### config.mk
export PLATFORM = sky130hd
export DESIGN_NAME = clipped_tilemap_blit_core
export DESIGN_NICKNAME = d
export VERILOG_FILES = /design/src/rtl/ctmb_pkg.sv /design/src/rtl/clipped_tilemap_blit_core.sv /design/src/rtl/ctmb_front.sv /design/src/rtl/ctmb_queue.sv /design/src/rtl/ctmb_back.sv
export SDC_FILE = /design/constraint.sdc
export NUM_CORES = 1
export LEC_CHECK = 0
export BUFFER_PORTS_ARGS = -buffer_cell sky130_fd_sc_hd__buf_4
export CAP_MARGIN = 20
export CORE_AREA = 2 2 144 146
export DETAILED_ROUTE_END_ITERATION = 8
export DIE_AREA = 0 0 146 148
export SYNTH_ARGS = -nofsm -noshare
export SYNTH_HDL_FRONTEND = slang
export SYNTH_SLANG_ARGS = --single-unit
### constraint.sdc
create_clock -name clk -period 4.7 [get_ports clk]
set_input_delay 0.94 -clock clk [delete_from_list [all_inputs] [get_ports clk]]
set_output_delay 0.94 -clock clk [all_outputs]
set_load 0.05 [all_outputs]
### src/rtl/ctmb_pkg.sv
// ============================================================================
// ctmb_pkg: shared types and constants of the clipped tile map blitter
// Holds the map geometry, the channel payload structs and the record that
// travels from the front end to the back end through the queue.
// ============================================================================
`default_nettype none

package ctmb_pkg;

	// Map geometry.
	localparam int MAP_COLUMNS  = 32;
	localparam int VISIBLE_ROWS = 24;
	localparam int LAYER_COUNT  = 3;

	// Width of a visible row number and of a visible column number.
	localparam int ROW_W  = (VISIBLE_ROWS > 1) ? $clog2(VISIBLE_ROWS) : 1;
	localparam int COL_W  = $clog2(MAP_COLUMNS);
	localparam int CELL_W = 10;

	// Queue between the front end and the back end.
	localparam int QUEUE_DEPTH = 2;
	localparam int QPTR_W      = (QUEUE_DEPTH > 1) ? $clog2(QUEUE_DEPTH) : 1;
	localparam int QCNT_W      = $clog2(QUEUE_DEPTH + 1);

	typedef struct packed {
		logic              first_word;
		logic              plane_engine;
		logic [1:0]        layer;
		logic signed [7:0] origin_x;
		logic signed [7:0] origin_y;
		logic [7:0]        rect_width;
		logic [7:0]        rect_height;
		logic [3:0]        palette_number;
		logic [15:0]       tile_word;
	} item_t;

	typedef struct packed {
		logic              write_valid;
		logic              target_engine;
		logic [1:0]        target_layer;
		logic [CELL_W-1:0] cell_index;
		logic [15:0]       cell_data;
	} result_t;

	// One classified word: visible position and final data.
	typedef struct packed {
		logic             write;
		logic             engine;
		logic [1:0]       layer;
		logic [ROW_W-1:0] row;
		logic [COL_W-1:0] col;
		logic [15:0]      data;
	} rec_t;

	// Queue status seen by both ends.
	typedef struct packed {
		logic              full;
		logic              empty;
		logic [QCNT_W-1:0] count;
	} qstat_t;

endpackage

`default_nettype wire

### src/rtl/clipped_tilemap_blit_core.sv
// ============================================================================
// clipped_tilemap_blit_core: clipped rectangle blit into a tile map
// Streams the source words of tile rectangles and gives one result per word,
// a map write when the cell is visible and a no-write result otherwise.
// ============================================================================
//
//  Channel  Direction  Handshake              Payload
//  item     in         item_valid/item_stall  item_t (one source word)
//  result   out        result_valid/result_stall  result_t (one result, a map write or a no-write)
//
// One word is taken per cycle while the queue has room; a result leaves once
// its word has passed the queue entry and then the result register.
// Sustained rate is one transaction per cycle on each channel while result_stall stays low.
// Reset clears the rectangle counters, the queue pointers and the result
// valid flag; no rectangle is active after reset.
// A stall on the result side first fills the two-entry queue, and item_stall
// rises only when the queue is full.
//
// The front end keeps the rectangle state (origin, width, palette, target
// map, column offset, current row, rows left). A word with first_word set
// replaces that state and is also the first word of its rectangle. The back
// end forms the cell index as row times the map width plus column and clears
// every field of a result that does not write.

`default_nettype none

module clipped_tilemap_blit_core import ctmb_pkg::*; (
	input  wire logic  clk,
	input  wire logic  arst_n,
	input  wire logic  item_valid,
	output logic       item_stall,
	input  wire item_t item,
	output logic       result_valid,
	input  wire logic  result_stall,
	output result_t    result
);

	rec_t   front_rec;
	rec_t   queue_rec;
	qstat_t q_stat;
	logic   take;
	logic   pop;

	// A transaction is taken whenever the queue can hold its record.
	assign item_stall = q_stat.full;
	assign take       = item_valid && !q_stat.full;

	ctmb_front u_front (
		.clk    (clk),
		.arst_n (arst_n),
		.take   (take),
		.item   (item),
		.rec    (front_rec)
	);

	ctmb_queue u_queue (
		.clk      (clk),
		.arst_n   (arst_n),
		.push     (take),
		.push_rec (front_rec),
		.pop      (pop),
		.pop_rec  (queue_rec),
		.stat     (q_stat)
	);

	ctmb_back u_back (
		.clk          (clk),
		.arst_n       (arst_n),
		.rec          (queue_rec),
		.rec_valid    (!q_stat.empty),
		.pop          (pop),
		.result_valid (result_valid),
		.result_stall (result_stall),
		.result       (result)
	);

	// A result that does not write carries all-zero fields.
	a_nowrite_zero: assert property (@(posedge clk) disable iff (!arst_n)
		result_valid && !result.write_valid |->
			result.target_engine == 1'b0 && result.target_layer == 2'd0
			&& result.cell_index == '0 && result.cell_data == 16'h0000)
		else $error("no-write result has nonzero fields");

	// Writes never target a layer map that does not exist.
	a_layer_range: assert property (@(posedge clk) disable iff (!arst_n)
		result_valid && result.write_valid |->
			{1'b0, result.target_layer} < 3'(LAYER_COUNT))
		else $error("write to a nonexistent layer");

	// The queue occupancy stays within its depth and moves by at most one.
	a_queue_count: assert property (@(posedge clk) disable iff (!arst_n)
		q_stat.count <= QCNT_W'(QUEUE_DEPTH)
		&& (q_stat.count == $past(q_stat.count)
			|| q_stat.count == $past(q_stat.count) + 1'b1
			|| q_stat.count == $past(q_stat.count) - 1'b1))
		else $error("queue occupancy out of range");

endmodule

`default_nettype wire

### src/rtl/ctmb_front.sv
// ============================================================================
// ctmb_front: rectangle tracking and clipping
// Latches the rectangle geometry on a first word, walks the column and row
// counters and classifies every word as a map write or a skipped word.
// ============================================================================
`default_nettype none

module ctmb_front import ctmb_pkg::*; (
	input  wire logic  clk,
	input  wire logic  arst_n,
	input  wire logic  take,
	input  wire item_t item,
	output rec_t       rec
);

	logic [7:0] column_offset_q;
	logic [9:0] current_row_q;
	logic [7:0] rows_left_q;
	logic [7:0] left_q;
	logic [7:0] width_q;
	logic [3:0] palette_q;
	logic       engine_q;
	logic [1:0] layer_q;

	// State as seen by this word: a first word overrides the latched values.
	logic [7:0] off_e;
	logic [9:0] row_e;
	logic [7:0] rows_e;
	logic [7:0] left_e;
	logic [7:0] width_e;
	logic [3:0] palette_e;
	logic       engine_e;
	logic [1:0] layer_e;
	logic [9:0] col_e;
	logic [7:0] off_inc;
	logic       row_done;
	logic       hit;

	always_comb begin
		if (item.first_word) begin
			off_e     = 8'd0;
			row_e     = {{2{item.origin_y[7]}}, item.origin_y};
			left_e    = item.origin_x;
			width_e   = item.rect_width;
			palette_e = item.palette_number;
			engine_e  = item.plane_engine;
			layer_e   = item.layer;
			rows_e    = (item.rect_width == 8'd0 || item.rect_height == 8'd0) ?
				8'd0 : item.rect_height;
		end else begin
			off_e     = column_offset_q;
			row_e     = current_row_q;
			left_e    = left_q;
			width_e   = width_q;
			palette_e = palette_q;
			engine_e  = engine_q;
			layer_e   = layer_q;
			rows_e    = rows_left_q;
		end
		col_e    = {{2{left_e[7]}}, left_e} + {2'b00, off_e};
		off_inc  = off_e + 8'd1;
		row_done = (off_inc >= width_e);
		hit = (rows_e != 8'd0)
			&& !row_e[9] && (row_e < 10'(VISIBLE_ROWS))
			&& !col_e[9] && (col_e < 10'(MAP_COLUMNS))
			&& ({1'b0, layer_e} < 3'(LAYER_COUNT));
		rec.write  = hit;
		rec.engine = engine_e;
		rec.layer  = layer_e;
		rec.row    = ROW_W'(row_e);
		rec.col    = COL_W'(col_e);
		rec.data   = item.tile_word | {palette_e, 12'h000};
	end

	always_ff @(posedge clk or negedge arst_n) begin
		if (!arst_n) begin
			column_offset_q <= '0;
			current_row_q   <= '0;
			rows_left_q     <= '0;
			left_q          <= '0;
			width_q         <= '0;
			palette_q       <= '0;
			engine_q        <= 1'b0;
			layer_q         <= '0;
		end else if (take) begin
			left_q    <= left_e;
			width_q   <= width_e;
			palette_q <= palette_e;
			engine_q  <= engine_e;
			layer_q   <= layer_e;
			if (rows_e == 8'd0) begin
				column_offset_q <= off_e;
				current_row_q   <= row_e;
				rows_left_q     <= rows_e;
			end else if (row_done) begin
				column_offset_q <= 8'd0;
				current_row_q   <= row_e + 10'd1;
				rows_left_q     <= rows_e - 8'd1;
			end else begin
				column_offset_q <= off_inc;
				current_row_q   <= row_e;
				rows_left_q     <= rows_e;
			end
		end
	end

endmodule

`default_nettype wire

### src/rtl/ctmb_queue.sv
// ============================================================================
// ctmb_queue: short record queue
// Decouples the front end from the back end so each side can stall alone.
// ============================================================================
`default_nettype none

module ctmb_queue import ctmb_pkg::*; (
	input  wire logic clk,
	input  wire logic arst_n,
	input  wire logic push,
	input  wire rec_t push_rec,
	input  wire logic pop,
	output rec_t      pop_rec,
	output qstat_t    stat
);

	rec_t              slot_q [QUEUE_DEPTH];
	logic [QPTR_W-1:0] wr_ptr_q;
	logic [QPTR_W-1:0] rd_ptr_q;
	logic [QCNT_W-1:0] count_q;
	logic              do_push;
	logic              do_pop;

	assign stat.count = count_q;
	assign stat.full  = (count_q == QCNT_W'(QUEUE_DEPTH));
	assign stat.empty = (count_q == '0);
	assign do_push    = push && !stat.full;
	assign do_pop     = pop && !stat.empty;
	assign pop_rec    = slot_q[rd_ptr_q];

	always_ff @(posedge clk) begin
		if (do_push) begin
			slot_q[wr_ptr_q] <= push_rec;
		end
	end

	always_ff @(posedge clk or negedge arst_n) begin
		if (!arst_n) begin
			wr_ptr_q <= '0;
			rd_ptr_q <= '0;
			count_q  <= '0;
		end else begin
			if (do_push) begin
				wr_ptr_q <= (wr_ptr_q == QPTR_W'(QUEUE_DEPTH - 1)) ? '0 : wr_ptr_q + 1'b1;
			end
			if (do_pop) begin
				rd_ptr_q <= (rd_ptr_q == QPTR_W'(QUEUE_DEPTH - 1)) ? '0 : rd_ptr_q + 1'b1;
			end
			if (do_push && !do_pop) begin
				count_q <= count_q + 1'b1;
			end else if (do_pop && !do_push) begin
				count_q <= count_q - 1'b1;
			end
		end
	end

endmodule

`default_nettype wire

### src/rtl/ctmb_back.sv
// ============================================================================
// ctmb_back: map address generation and result register
// Turns a classified record into the cell address and holds the result
// until the downstream side takes it.
// ============================================================================
`default_nettype none

module ctmb_back import ctmb_pkg::*; (
	input  wire logic clk,
	input  wire logic arst_n,
	input  wire rec_t rec,
	input  wire logic rec_valid,
	output logic      pop,
	output logic      result_valid,
	input  wire logic result_stall,
	output result_t   result
);

	logic              valid_q;
	result_t           result_q;
	logic [CELL_W-1:0] row_ext;
	logic [CELL_W-1:0] col_ext;
	result_t           next_res;

	always_comb begin
		row_ext  = CELL_W'(rec.row);
		col_ext  = CELL_W'(rec.col);
		next_res = '0;
		if (rec.write) begin
			next_res.write_valid   = 1'b1;
			next_res.target_engine = rec.engine;
			next_res.target_layer  = rec.layer;
			next_res.cell_index    = CELL_W'(row_ext * CELL_W'(MAP_COLUMNS)) + col_ext;
			next_res.cell_data     = rec.data;
		end
	end

	assign pop          = rec_valid && (!valid_q || !result_stall);
	assign result_valid = valid_q;
	assign result       = result_q;

	always_ff @(posedge clk) begin
		if (pop) begin
			result_q <= next_res;
		end
	end

	always_ff @(posedge clk or negedge arst_n) begin
		if (!arst_n) begin
			valid_q <= 1'b0;
		end else if (pop) begin
			valid_q <= 1'b1;
		end else if (!result_stall) begin
			valid_q <= 1'b0;
		end
	end

endmodule

`default_nettype wire
; ---- Yosys cells after proc, flatten, opt, wreduce, memory -nomap -nowiden
; Memory sizes are Yosys's and may differ from the RTL's.
; Cells that the tools add are included.
; W data, S select, Z words.
[op_classes]
addsub = 9
mul = 0
n_div = 0
order_cmp = 4
n_eq_ne = 2
n_shift = 0
mux = 24
bitwise = 1
n_reduce_logical = 27
[ops]
columns = cell, count
row1 = $mux W8, 9
row2 = $mux W10, 3
row3 = $mux W30, 1
row4 = $logic_not A8 Y1, 3
row5 = $or A16 B16 Y16, 1
row6 = $logic_and A1 B1 Y1, 11
row7 = $add A10 B1 Y10 const B, 1
row8 = $add A10 B5 Y10, 1
row9 = $add A8 B9 Y10, 1
row10 = $lt A10 B5 Y1 const B, 1
row11 = $lt A10 B6 Y1 const B, 1
row12 = $add A8 B1 Y8 const B, 1
row13 = $ge A8 B8 Y1, 1
row14 = $logic_not A1 Y1, 8
row15 = $reduce_bool A8 Y1, 1
row16 = $sub A8 B1 Y8 const B, 1
row17 = $mux W1, 7
row18 = $mux W2, 3
row19 = $mux W4, 1
row20 = $add A1 B1 Y1 const B, 2
row21 = $add A2 B1 Y2 const B, 1
row22 = $eq A2 B2 Y1 const B, 1
row23 = $logic_not A2 Y1, 1
row24 = $logic_or A1 B1 Y1, 2
row25 = other kinds (4), 4
[word_totals]
reg_bits = 84
latch_bits = 0
ramBits = 60
mem_bits_ro = 0
inputBits = 60
output_inout_bits = 32
elab_cells = 85
mem_count = 1
[memory_table]
columns = memory, words, width, read_ports, rd_clocked_by_memory_dff, wr, line_no
row1 = u_queue.slot_q, 2, 30, 1, 0, 1, ctmb_queue.sv:17  ; rec_t slot_q [QUEUE_DEPTH];

; ---- Depth between registers and ports, before layout
; Gate-level depths: netlist of run 1.
[depth]
depth_word = 10
ltp_mapped = 16
ltp_nobuf = 14

; ---- Hierarchy
; From an unflattened synthesis of run 1, not the netlist that was laid out.
[unflattened]
cells_unflattened = 604
hier_area_um2 = 7566.0
[modules_own_cells]
columns = module, instances, cells_per_inst, area_per_inst_um2, seq_area_each_um2
row1 = ctmb_front, 1, 425, 3885.0, 1226.2
row2 = ctmb_queue, 1, 112, 2481.1, 1901.8
row3 = ctmb_back, 1, 65, 1182.4, 925.9
row4 = clipped_tilemap_blit_core, 1, 2, 17.5, 0.0

; ---- Least setup slack after synthesis of run 1
; OpenSTA, ideal clock, no wires.
[synth_timing]
path_type = in2reg
startpoint = input port item[55] in the netlist's numbering
endpoint = register u_front.rows_left_q[5]
setup_ns = 0.124
arrival_time_ns = 4.099
t_required_ns = 4.576
setup_slack_ns = 0.477
stages = 16
path_buffers = 7
cell_sequence = buf_2 -> buf_2 -> buf_2 -> buf_1 -> buf_2 -> clkbuf_1 -> nor2_1 -> ha_1 -> a21o_1 -> a31oi_1 -> o21ai_0 -> a21o_1 -> clkbuf_1 -> o211a_1 -> and4_1 -> a211o_1
[synth_between]
elab_chain_len = 5
word_cells_on_any_way = 9
classes_between = add/sub: 2 / order compare: 1 / mux: 5 / reduce/logical: 1
[synth_rtl]
columns = item, line_no
row1 = start: declaration, clipped_tilemap_blit_core.sv:32  ; input wire item_t item,
row2 = $mux W8, ctmb_front.sv:40  ; if (item.first_word) begin
row3 = $add A8 B1 Y8, ctmb_front.sv:61  ; off_inc = off_e + 8'd1;
row4 = $ge A8 B8 Y1, ctmb_front.sv:62  ; row_done = (off_inc >= width_e);
row5 = $mux W8, ctmb_front.sv:95  ; end else if (row_done) begin
row6 = $mux W8 (*), ctmb_front.sv:91  ; if (rows_e == 8'd0) begin
row7 = end signal: assignment, ctmb_front.sv:94  ; rows_left_q <= rows_e;
row8 = end signal: assignment, ctmb_front.sv:98  ; rows_left_q <= rows_e - 8'd1;
row9 = end signal: assignment, ctmb_front.sv:102  ; rows_left_q <= rows_e;
row10 = end: declaration, ctmb_front.sv:18  ; logic [7:0] rows_left_q;
; Every way passes the cells marked *; elsewhere a longest branch is shown, timed or not.
; A chain may end at the register's enable or synchronous reset.

; ---- Worst setup path after layout of run 1
[layout_timing]
startpoint = input port item[23] in the netlist's numbering
endpoint = register u_front.rows_left_q[1]
[layout_between]
elab_chain_len = 7
word_cells_on_any_way = 8
classes_between = add/sub: 1 / mux: 4 / reduce/logical: 3
[layout_rtl]
columns = item, line_no
row1 = $logic_not A8 Y1, ctmb_front.sv:48  ; rows_e = (item.rect_width == 8'd0 || item.rect_height == 8'd0) ?
row2 = $logic_or A1 B1 Y1, ctmb_front.sv:48
row3 = $mux W8 (*), ctmb_front.sv:48
row4 = $mux W8 (*), ctmb_front.sv:40
row5 = $sub A8 B1 Y8, ctmb_front.sv:98
row6 = $mux W8, ctmb_front.sv:95
row7 = $mux W8 (*), ctmb_front.sv:91
; Marks and branches as above.

==> results of run 1 <==
-- area by class of cell --
| type | instances | share of cell area |
|---|---|---|
| Clock buffer | 18 | 0.0493 |
| Clock inverter | 14 | 0.0193 |
| Inverter | 12 | 0.00517 |
| Multi-Input combinational cell | 424 | 0.334 |
| Sequential cell | 144 | 0.466 |
| Tap cell | 270 | 0.0388 |
| Timing Repair Buffer | 102 | 0.0880 |
-- per-stage QoR --
stage          instance area [µm²]  setup slack [ns]
2_1_floorplan                 7140             0.477
3_3_place_gp                  8110             0.624
3_5_place_dp                  8110             0.506
4_1_cts                       8700             0.938
5_1_grt                       8700             0.751
6_report                      8700             0.898
-- report_power, final --
part	switching (mW)	total [mW]	internal, mW
combinational	1.22	1.94	0.717
clock	0.574	1.38	0.802
sequential	0.303	2.23	1.93
total	2.10	5.55	3.45
-- sequential cells by signal (all words and copies together) (netlist names) --
| signal | flops |
|---|---|
| u_queue.slot_q | 60 |
| u_front.layer_q | 2 |
| u_front.left_q | 8 |
| u_front.width_q | 8 |
| u_front.rows_left_q | 8 |
| u_back.result_valid | 1 |
| u_front.current_row_q | 10 |
| u_queue.rd_ptr_q | 1 |
| u_back.result | 30 |
| u_queue.count_q | 2 |
| u_queue.wr_ptr_q | 1 |
| u_front.column_offset_q | 8 |
| u_front.engine_q | 1 |
| u_front.palette_q | 4 |
-- layer usage --
metal	wire length (µm)	part of all wire
met1	7310	0.46
met2	7700	0.48
met3	857	0.054
met4	119	0.0074
met5	0	0
-- tightest hold or removal path: stages, from the launching register on --
cell,delay (ns)
dfrtp_1,0.34
nand2_1,0.05
o21ai_0,0.06
-- path summary, 6_finish.rpt --
path	slack [ns]	start	end	depth (start not counted)
max	0.90	item[23]	u_front.rows_left_q[1]	13
min in group asynchronous	0.58	arst_n	u_front.rows_left_q[0]	1
max in group asynchronous	3.60	arst_n	u_queue.rd_ptr_q	1
max reg2reg	1.31	u_front.column_offset_q[1]	u_front.current_row_q[9]	11
min	0.48	u_front.current_row_q[2]	u_front.current_row_q[2]	2
min reg2reg	0.48	u_front.current_row_q[2]	u_front.current_row_q[2]	2
-- logic make-up after synthesis --
| kind of cell | count (synthesis) |
|---|---|
| simple gates | 203 |
| compound gates | 105 |
| mux | 72 |
| flops | 144 |
| fa+ha+maj | 20 |
| xor+xnor | 24 |
| buf+inv | 45 |
-- layout by cell type, fill, tap and decap left out, types with 3 or more instances in the layout --
cell	netlist	final
mux2i_1	46	45
dfrtp_1	54	53
xor2_1	13	13
nor2_1	60	59
inv_6	0	5
inv_8	0	3
clkbuf_16	0	17
nand2b_1	4	4
nand4_1	5	5
edfxtp_1	90	90
a211o_1	5	5
and3_1	5	5
and3b_1	3	3
ha_1	20	20
or4_1	3	3
xnor2_1	11	11
o211a_1	3	3
inv_1	12	12
nor4_1	6	6
mux2_2	26	26
o31ai_1	7	7
buf_4	0	102
a21oi_1	16	16
a22oi_1	3	3
o21ai_0	35	35
a211oi_1	3	3
nor3_1	11	11
nand2_1	61	61
nor2b_1	17	17
a21o_1	7	7
or3_1	6	6
nand3_1	11	11
==> qor.yml, run 1 <==
status:
  status: "completed"
final_layout:
  multiInputGateArea_um2: 2900
  stdcell_count: 984
  num-fill-cells: 1917
  fin_nets: 781
  diodes: 0
  utilization: 0.434
  drive_gt1_frac: 0.241
  synthToLayoutAreaGrowth_pct: 21.9
  area.sequential_um2: 4060
clock_network:
  hold_buffers: 0
  cts_sinks: 144
  cts_buffers: 17
  clk_pin_slew_ns: 0.06
  cts-root-buf: "clkbuf_16"
  cts_max_path_buffers: 2
  cts_tree: "done"
  htree_levels: 4
  cts.repair.resized: 0
  post_cts_buffers: 0
  clock_latency_ns: 0.42
yosys:
  ys_warn_count: 0
  synth_xor_area_frac: 0.0294
  yosysMostFrequentCell: "edfxtp_1"
  ys.flop_type: "edfxtp_1"
  yosys.area_share.simple: 0.136
  syn_nets: 693
  synth.distinct_cells: 59
  synth_seq_area_share: 0.568
  synthTopCellsByArea: "edfxtp_1, dfrtp_1, mux2i_1, mux2_2, ha_1"
  synth_commonest_cells: "edfxtp_1, nand2_1, nor2_1"
  synth_compound_area_frac: 0.100
  netlist.area_leader.share: 0.379
  synth_edf_count: 90
  synth_mux_area_frac: 0.106
  async_flop_share: 0.375
  synth_top_family_by_area: "simple AND/OR/NAND/NOR gates"
  synth_adder_area_share: 0.0351
  ys_ff_latch: 144
  synth_cells: 613
  synth_area_um2: 7140
  syn_area_per_cell_um2: 11.6
  synth_top_area_cell: "edfxtp_1"
floorplan:
  core-area_um2: 20000
  initial_core_util: 0.356
  die_x_um: 146
  fp-row-count: 52
  die_h_um: 148
  die_area_um2: 21600
  io_pins: 92
timing:
  finalHoldViolations: 0
  timing.final.crit_share: 0.809
  tightestPinTransition_ns: 0.974
  final-setup-viol-count: 0
  fin_crit_ns: 3.80
  finalHoldWorstSlack_ns: 0.483
  max_freq_mhz: 263
  max-slew-margin-rel: 0.351
  slew_viol_final: 0
  rsz0062_at_grt: "no"
  finClkSkew_ns: 0.0109
  fin_tns_setup_ns: 0
global_routing:
  grt.busiest_layer: "met2"
  antenna_found_initial: 0
  grt_usage: 0.152
  grt.overflow.total: 0
  grt_max_degree: 59
  met3_usage: 0.0407
  grtUsageMet1: 0.194
  grt_pass1_vias: 5157
  grt_pass1_wl_mm: 26.2
  grt.met2_usage: 0.256
detailed_routing:
  num_vias: 5020
  wl_per_cell_um: 16.2
  vias_per_cell: 5.10
  drtIter0Drc: 305
  dr.pass1.iters: 5
  post-route-drc-count: 0
  wl_mm: 16.0
  antenna_left: 0
setup_path:
  end_kind: "flop"
  worstPathMaxFanout: 14
  crit_buf_inv: 2
  startpoint_type: "input pin"
  slowest_delay_ns: 0.53
  slowest_stage: "or4_4"
  worstPathRequired_ns: 5.04
  critPathTopFamily: "simple AND/OR/NAND/NOR gates"
  worstPathArrival_ns: 4.14
  worstSetupPathType: "in -> reg"
  path_cells: "buf_4, or4_4, or4_4, o211a_4, a22oi_1, ha_1, o21ai_0, a21oi_1, nand2_1, buf_4, nand2_2, mux2_2, o21ai_0"
run:
  drv_cap: 0
placement:
  dpl.hpwl_mm: 10.8
  routabilityCongestion: 0.855
  numPortBuffers: 91
  dpl.cell_count: 952
power_and_ir_drop:
  total_power_mw: 5.55
  p_per_area_nw_per_um2: 637
  vdd_drop_max_uv: 282
  p_leak_nw: 3.68
worst_hold_path:
  min_path_type: "reg -> reg"
(Power assumes the default switching activity.)
==> run 2: changes to the inputs <==
- clock period: 4.7 -> 3.7 ns (I/O delays scaled with it)
==> run 2 against run 1 <==
  * Die area is the same
  * Total power grew 28%
  * Final cell count grew 1.3%
  * Sequential share of layout area shrank 0.63 points
  * Utilization grew 0.60 points
  * Combinational power grew 33%
  * Sequential power grew 24%
  * Non-clock buffer count grew 13
  * Sequential cell count is the same
  * Critical path depth grew 1
  * Critical path type is now reg -> reg
  * Largest cell class unchanged
  * Largest power group unchanged
==> qor.yml, run 2 (synthesis results as in run 1) <==
status:
  status: "completed"
worst_hold_path:
  min_path_type: "in -> async"
power_and_ir_drop:
  p_leak_nw: 3.75  # +2.0%
  p_per_area_nw_per_um2: 802  # +26%
  vdd_drop_max_uv: 343  # +22%
detailed_routing:
  antenna_left: 0  # unchanged
  num_vias: 5100  # +1.6%
  vias_per_cell: 5.12  # +0.27%
  maxUsedRoutingLayer: "met4"
  wl_mm: 16.2  # +1.3%
  dr.pass1.iters: 5  # unchanged
  drtIter0Drc: 345  # +13%
  route.met3.wl_um: 847  # -1.2%
  wl_met2_mm: 7.75  # +0.68%
  post-route-drc-count: 0  # unchanged
  wl_per_cell_um: 16.2  # about the same
  met1Wirelength_mm: 7.38  # +1.0%
clock_network:
  cts.repair.resized: 0  # unchanged
  htree_levels: 4  # unchanged
  hold_buffers: 0  # unchanged
  clock_latency_ns: 0.43  # about the same
  cts_buffers: 17  # unchanged
  cts_max_path_buffers: 2  # unchanged
  cts_sinks: 144  # unchanged
  cts_tree: "done"
  clk_pin_slew_ns: 0.06  # about the same
  post_cts_buffers: 0  # unchanged
  cts-root-buf: "clkbuf_16"
setup_path:
  path_cells: "nand2_1, nor2b_1, and3_1, nand3_1, xor2_1, nor2_1, ha_1, a21o_1, a211oi_1, o21ai_0, o211a_1, and3_1, nor3_1, o21ai_0"
  startpoint_type: "flop"
  worstPathArrival_ns: 3.65  # -0.49 ns
  worstPathRequired_ns: 4.00  # -1.04 ns
  slowest_delay_ns: 0.51  # -0.02 ns
  rr_worst_depth: 14  # +3
  slowest_stage: "dfrtp_1"
  worstSetupPathType: "reg -> reg"
  end_kind: "flop"
  worstPathMaxFanout: 7  # -7
timing:
  fin_tns_setup_ns: 0  # unchanged
  finClkSkew_ns: 0.00938  # -0.00153 ns
  tightestPinTransition_ns: 0.943  # -0.0306 ns
  finalHoldWorstSlack_ns: 0.367  # -0.116 ns
  rsz0062_at_grt: "no"
  slew_viol_final: 0  # unchanged
  final-setup-viol-count: 0  # unchanged
  max-slew-margin-rel: 0.358  # +0.00693
  fin_crit_ns: 3.34
  max_freq_mhz: 299
  finalHoldViolations: 0  # unchanged
  timing.final.crit_share: 0.904
final_layout:
  final_area_um2: 8820  # +1.4%
  top_register: "u_queue.slot_q"
  largest_reg_flops: 60  # unchanged
  synthToLayoutAreaGrowth_pct: 23.6
  fin_nets: 794  # +1.7%
  final_cell_mix: "buf_4, edfxtp_1, nand2_1"
  diodes: 0  # unchanged
  drive_gt1_frac: 0.256  # +0.0149
  stdcell_count: 997  # +1.3%
  num-fill-cells: 1885  # -1.7%
  final_common_cell: "buf_4"
run:
  drv_cap: 0  # unchanged
placement:
  dpl.cell_count: 965  # +1.4%
  dpl.hpwl_mm: 11.1  # +3.1%
  placed_cell_area_um2: 8230  # +1.5%
  routabilityCongestion: 0.882  # +3.2%
  numPortBuffers: 91  # unchanged
floorplan:
  die_h_um: 148  # unchanged
  core-area_um2: 20000  # unchanged
  die_area_um2: 21600  # unchanged
  io_pins: 92  # unchanged
  fp-row-count: 52  # unchanged
  initial_core_util: 0.356  # unchanged
  die_x_um: 146  # unchanged
global_routing:
  grt_max_degree: 59  # unchanged
  grt_pass1_wl_mm: 26.4  # +0.76%
  grt_pass1_vias: 5222  # +1.3%
  grt_usage: 0.153  # +0.00119
  grt.overflow.total: 0  # unchanged
  antenna_found_initial: 0  # unchanged
[run 2: changes by cell type in the layout (fill, tap and decap cells not counted)]
cell,previous run,this run
mux2i_4,0,1
clkinv_2,1,2
clkbuf_1,1,0
mux2i_2,1,0
buf_12,0,1
buf_4,102,114
clkinv_4,2,3
inv_6,5,4
[run 2: cell type report]
type                            count  area (µm²)  share of cell area
Sequential cell                   144        4060               0.460
Multi-Input combinational cell    424        2910               0.330
Timing Repair Buffer              115         876              0.0992
Clock buffer                       17         425              0.0482
Tap cell                          270         338              0.0383
Clock inverter                     15         173              0.0196
Inverter                           12        45.0             0.00510
[run 2: worst paths after layout]
path,from,slack (ns),endpoint
max,u_front.column_offset_q[1],0.36,u_front.rows_left_q[2]
min,arst_n,0.37,u_front.rows_left_q[3]
max reg2reg,u_front.column_offset_q[1],0.36,u_front.rows_left_q[2]
min reg2reg,u_front.current_row_q[1],0.48,u_front.current_row_q[1]
max in group asynchronous,arst_n,2.79,u_queue.rd_ptr_q
min in group clk,u_front.current_row_q[1],0.48,u_front.current_row_q[1]
[run 2: stage by stage]
step                utilization  worst slack [ns]  power, mW
finish                    0.440             0.356       7.08
global route              0.440            0.0412       7.51
CTS                       0.440             0.411       7.15
detailed placement        0.411           0.00264       5.39
global placement          0.411            0.0910       5.31
floorplan                     -            0.0255       4.59
[run 2: critical path: cells and delay by family, from the launching register on]
| family | cells | cell delay [ns] |
|---|---|---|
| DFF | 1 | 0.51 |
| and+or+nand+nor | 7 | 1.39 |
| adders and majority gates | 1 | 0.28 |
| AOI/OAI and AO/OA | 5 | 0.89 |
| xor gates and xnor gates | 1 | 0.15 |
[run 2: metal layers]
| metal | track usage | vias to the layer above |
|---|---|---|
| met1 | 0.197 | 2481 |
| met5 | 0 | - |
| met2 | 0.256 | 148 |
| met4 | 0.0519 | 0 |
| met3 | 0.0361 | 21 |
| li1 | - | 2450 |
[run 2: power breakdown]
part	leakage (nW)	internal [mW]	switching (mW)
clock	0.294	1.01	0.724
combinational	1.94	0.943	1.64
sequential	1.52	2.45	0.313
total	3.75	4.41	2.67
